==> src/rtl/core/rau_pkg.sv <==
// rau_pkg: shared types and constants for the rational arithmetic unit
// no dependencies
`timescale 1ns / 1ps
package rau_pkg;
  localparam int OperandWidth = 32;
  localparam int ProdWidth = 64;

  typedef enum logic [2:0] {
    FUNC_ADD = 3'd0,
    FUNC_SUB = 3'd1,
    FUNC_MUL = 3'd2,
    FUNC_DIV = 3'd3,
    FUNC_CMP = 3'd4
  } func_t;

  typedef struct packed {
    logic [2:0]  func;
    logic [31:0] a_num;
    logic [30:0] a_den;
    logic [31:0] b_num;
    logic [30:0] b_den;
  } in_item_t;

  typedef struct packed {
    logic [63:0] res_num;
    logic [62:0] res_den;
    logic        invalid;
    logic        less;
    logic        equal;
    logic        greater;
  } out_item_t;

  typedef struct packed {
    logic start;
  } div_ctrl_t;
endpackage

==> src/rtl/core/rau_divider.sv <==
// rau_divider: shared restoring divider, one quotient bit per cycle
// depends on rau_pkg
`timescale 1ns / 1ps
module rau_divider import rau_pkg::*; (
  input  logic                  clk,
  input  logic                  rst,
  input  div_ctrl_t             ctrl,
  input  logic [ProdWidth-1:0]  dividend,
  input  logic [ProdWidth-1:0]  divisor,
  output logic                  done,
  output logic [ProdWidth-1:0]  quotient,
  output logic [ProdWidth-1:0]  remainder
);
  logic [ProdWidth-1:0] rem;
  logic [ProdWidth-1:0] quo;
  logic [ProdWidth-1:0] dvs;
  logic [6:0] count;
  logic busy;
  logic [ProdWidth:0] shifted;
  logic [ProdWidth:0] diff;

  assign shifted = {rem, quo[ProdWidth-1]};
  assign diff = shifted - {1'b0, dvs};

  always_ff @(posedge clk) begin
    if (rst) begin
      busy <= 1'b0;
      done <= 1'b0;
      count <= '0;
    end else begin
      done <= busy && (count == 7'd1);
      if (ctrl.start) begin
        busy <= 1'b1;
        count <= 7'(ProdWidth);
        rem <= '0;
        quo <= dividend;
        dvs <= divisor;
      end else if (busy) begin
        rem <= diff[ProdWidth] ? shifted[ProdWidth-1:0] : diff[ProdWidth-1:0];
        quo <= {quo[ProdWidth-2:0], !diff[ProdWidth]};
        count <= count - 7'd1;
        busy <= (count != 7'd1);
      end
    end
  end

  assign quotient = quo;
  assign remainder = rem;
endmodule

==> config.mk <==
export PLATFORM = sky130hd
export DESIGN_NAME = rau_divider
export DESIGN_NICKNAME = d
export VERILOG_FILES = /design/src/rtl/core/rau_pkg.sv /design/src/rtl/core/rau_divider.sv
export SDC_FILE = /design/constraint.sdc
export NUM_CORES = 1
export LEC_CHECK = 0
export ABC_AREA = 0
export BUFFER_PORTS_ARGS = -buffer_cell sky130_fd_sc_hd__buf_2
export CAP_MARGIN = 40
export CORE_MARGIN = 2
export CORE_UTILIZATION = 56
export CTS_CLUSTER_DIAMETER = 150
export DETAILED_ROUTE_END_ITERATION = 12
export PLACE_DENSITY = 0.82
export SLEW_MARGIN = 30
export SYNTH_ARGS = -nofsm -noshare
export SYNTH_HDL_FRONTEND = slang
export SYNTH_SLANG_ARGS = --single-unit
export TNS_END_PERCENT = 5
==> constraint.sdc <==
create_clock -name clk -period 8.9 [get_ports clk]
set_input_delay 0.445 -clock clk [delete_from_list [all_inputs] [get_ports clk]]
set_output_delay 0.445 -clock clk [all_outputs]
set_load 0.005 [all_outputs]
==> flow_metrics.tcl <==
set metrics [dict create \
    crit_path_start_kind "register" \
    tightest_slew_ps 829 \
    gr-usage-all-layers_pct 27.6 \
    start_util_pct 57.1 \
    grt_max_degree 70 \
    power_per_cell_area_mw_per_mm2 207 \
    cts_buffers 23 \
    dpl_worst_slack_ps 4570 \
    dieWidth_um 151 \
    drc 0 \
    wire_per_inst_um 19.0 \
    root_buffer "clkbuf_16" \
    path_class "reg -> reg" \
    crit_path_end "remainder[27]" \
    drive_gt1_share_pct 26.7 \
    setup_slack_ps 4510 \
    dieHeight_um 151 \
    final_cell_mix "buf_2, edfxtp_1, nor2_1" \
    hold_path.class "in -> reg" \
    cp_slowest_cell "or4_1" \
    cp_max_fo 18 \
    fin_crit_sh_pct 49.4 \
    avgSynthCellArea_um2 10.4 \
    ir_drop_mv 0.150 \
    place_congestion 0.949 \
    post_cts_resized 0 \
    final_area_mm2 0.0143 \
    arrival_ps 4630 \
    die_area_mm2 0.0227 \
    wirelength_mm 31.9 \
    htreeDepth 1 \
    cts_tree "built" \
    synth_cell_types 68 \
    slew_headroom_pct 44.8 \
    critPathLaunch "remainder[48]" \
    syn_area_mm2 0.0120 \
    r2r_end "remainder[27]" \
    finalNetCount 1590 \
    final_common_cell "buf_2" \
    firstDrtPassIters 6 \
    crit_path_end_kind "register" \
    nFillCells 1640 \
    syn-num-nets 1356 \
    core_mm2 0.0211 \
    timing.rr.start "remainder[48]" \
    grt_antenna_before_repair 2 \
    grt_pass1_wl_mm 49.3 \
    synth-async-reset-ratio_pct 0 \
    cts_buffer_depth 3 \
    crit_required_ps 9140 \
    final_hold_viol_count 0 \
    yosys_warnings 0 \
    status "complete, no violations" \
    rrSetupSlack_ps 4510 \
    fmax_ghz 0.228 \
    place_hpwl_mm 23.8 \
    maxCapViolCount 0 \
    grt_pass1_vias 9626 \
    critPathMaxStageDelay_ps 630 \
    ys_seq_area_share_pct 49.4 \
    synth-edff-count 192 \
    grt_overflow_total 0 \
    io_buffers 259 \
    clock_skew_ps 9.92 \
    worstRegToRegCells 11 \
    setup_tns_ps 0 \
    fin_hold_ws_ps 102 \
    io-pin-count 260 \
    cellLeakagePower_nw 6.16 \
    cts_hold_repair.buffers 0 \
    postCtsSetupBuffers 0 \
    drt.antenna.violating_nets 0 \
    setup_viol_count_final 0 \
    areaGrowthSynthToFinish_pct 18.8 \
    vias 9854 \
    avgViaCountPerCell 5.86 \
    finalMaxSlewViolations 0 \
    clk_latency_ps 520 \
    worstPathCellList "ha_1, nand4_1, nor2_2, nand3_1, or4_1, a21oi_1, or3_1, o211a_1, buf_4, mux2i_1, nor2_1" \
    synth_cells 1158 \
    cts_num_sinks 201 \
    period_minus_slack_ps 4390 \
    place_area_mm2 0.0136 \
    ys_ff_latch 201 \
    yosys_most_used_dff "edfxtp_1" \
    multi_input_area_mm2 0.00558 \
    num_rows 53 \
    drt_iter0_drc 786 \
    path_clk_slew_ps 70 \
    rsz0062_at_grt "false" \
    seq_area_mm2 0.00595 \
]
## worst max-delay path, delay by kind of cell, from the launching register on
family	cells	cell delay (ps)
simple gates	6	1530
compound gates	2	900
fa+ha+maj	1	490
buf+inv	1	460
flops	1	440
mux	1	270
## routing by layer
layer  part of all wire [%]  GRT usage, %  vias up
met2                     49          47.8      456
met1                     40          34.5     4654
met4                    3.1          9.02        2
li1                       -             -     4672
met3                    8.7          5.82       70
met5                  0.041             0        -
## power breakdown
part	switching, mW	internal (mW)
clock network	0.386	0.529
logic	0.502	0.349
registers	0.0493	1.14
total	0.938	2.02
## per-stage QoR
stage | utilization [%] | total power [mW] | std cells
finish | 67.8 | 2.96 | 1682
global route | 67.8 | 3.10 | 1680
CTS | 67.8 | 2.96 | 1680
detailed placement | 64.4 | 2.04 | 1642
global placement | 64.0 | 2.01 | 1639
floorplan | - | 1.80 | 1158
## registers in the layout, summed over array words and instances (netlist names)
| register | count |
|---|---|
| dvs | 64 |
| quotient | 64 |
| remainder | 64 |
| count | 7 |
| busy | 1 |
| done | 1 |
## logic make-up (layout without fill, tap and decap cells)
family          after synthesis  in the layout  synth area share (%)
simple gates                325            325                  12.2
fa+ha+maj                    67             67                  7.03
compound gates              286            286                  15.1
other cells                   0              2                     0
flops                       201            201                  49.4
xor+xnor                     63             63                  4.58
buf+inv                     137            384                  4.45
mux                          79             79                  7.22
## synthesized netlist by cell type, drive strengths merged (3+ instances only)
master | n | area, um2
o21a | 12 | 90.1
mux2i | 16 | 160
and3 | 10 | 62.6
a21oi | 111 | 556
nand2 | 91 | 342
a211oi | 7 | 52.6
o211ai | 11 | 87.6
o2bb2ai | 3 | 26.3
nand3 | 13 | 65.1
ha | 66 | 826
dfxtp | 9 | 180
o21ai | 46 | 230
inv | 78 | 293
edfxtp | 192 | 5770
a21boi | 3 | 22.5
a22oi | 4 | 30.0
a21o | 36 | 270
clkbuf | 45 | 170
nand4 | 19 | 119
o31ai | 5 | 37.5
nor3 | 12 | 60.1
or3 | 6 | 37.5
mux2 | 63 | 709
xor2 | 33 | 289
nand3b | 3 | 22.5
nand2b | 11 | 68.8
xnor2 | 30 | 263
buf | 14 | 72.6
o22ai | 3 | 18.8
a2111oi | 3 | 32.5
nor2 | 134 | 505
a31oi | 4 | 25.0
o2111ai | 4 | 35.0
nor2b | 9 | 56.3
and2 | 4 | 25.0
o21bai | 11 | 82.6
## cell type report
| type | count | share of cell area (%) |
|---|---|---|
| Inverter | 78 | 2.05 |
| Sequential cell | 201 | 41.6 |
| Clock buffer | 25 | 4.08 |
| Timing Repair Buffer | 268 | 9.97 |
| Multi-Input combinational cell | 820 | 39.0 |
| Tap cell | 275 | 2.41 |
| Clock inverter | 13 | 0.884 |
| Antenna cell | 2 | 0.0350 |
## worst min-delay path by stage
stage	start	end	slack, ps	cells after the start
6_report	divisor[15]	dvs[15]	100	1
4_1_cts	divisor[62]	dvs[62]	90	1
2_1_floorplan	count[1]	count[1]	470	2
3_3_place_gp	count[1]	count[1]	480	2
3_5_place_dp	count[1]	count[1]	490	2
5_1_grt	divisor[52]	dvs[52]	90	1
Note: power is estimated with default switching activity, not from simulation.
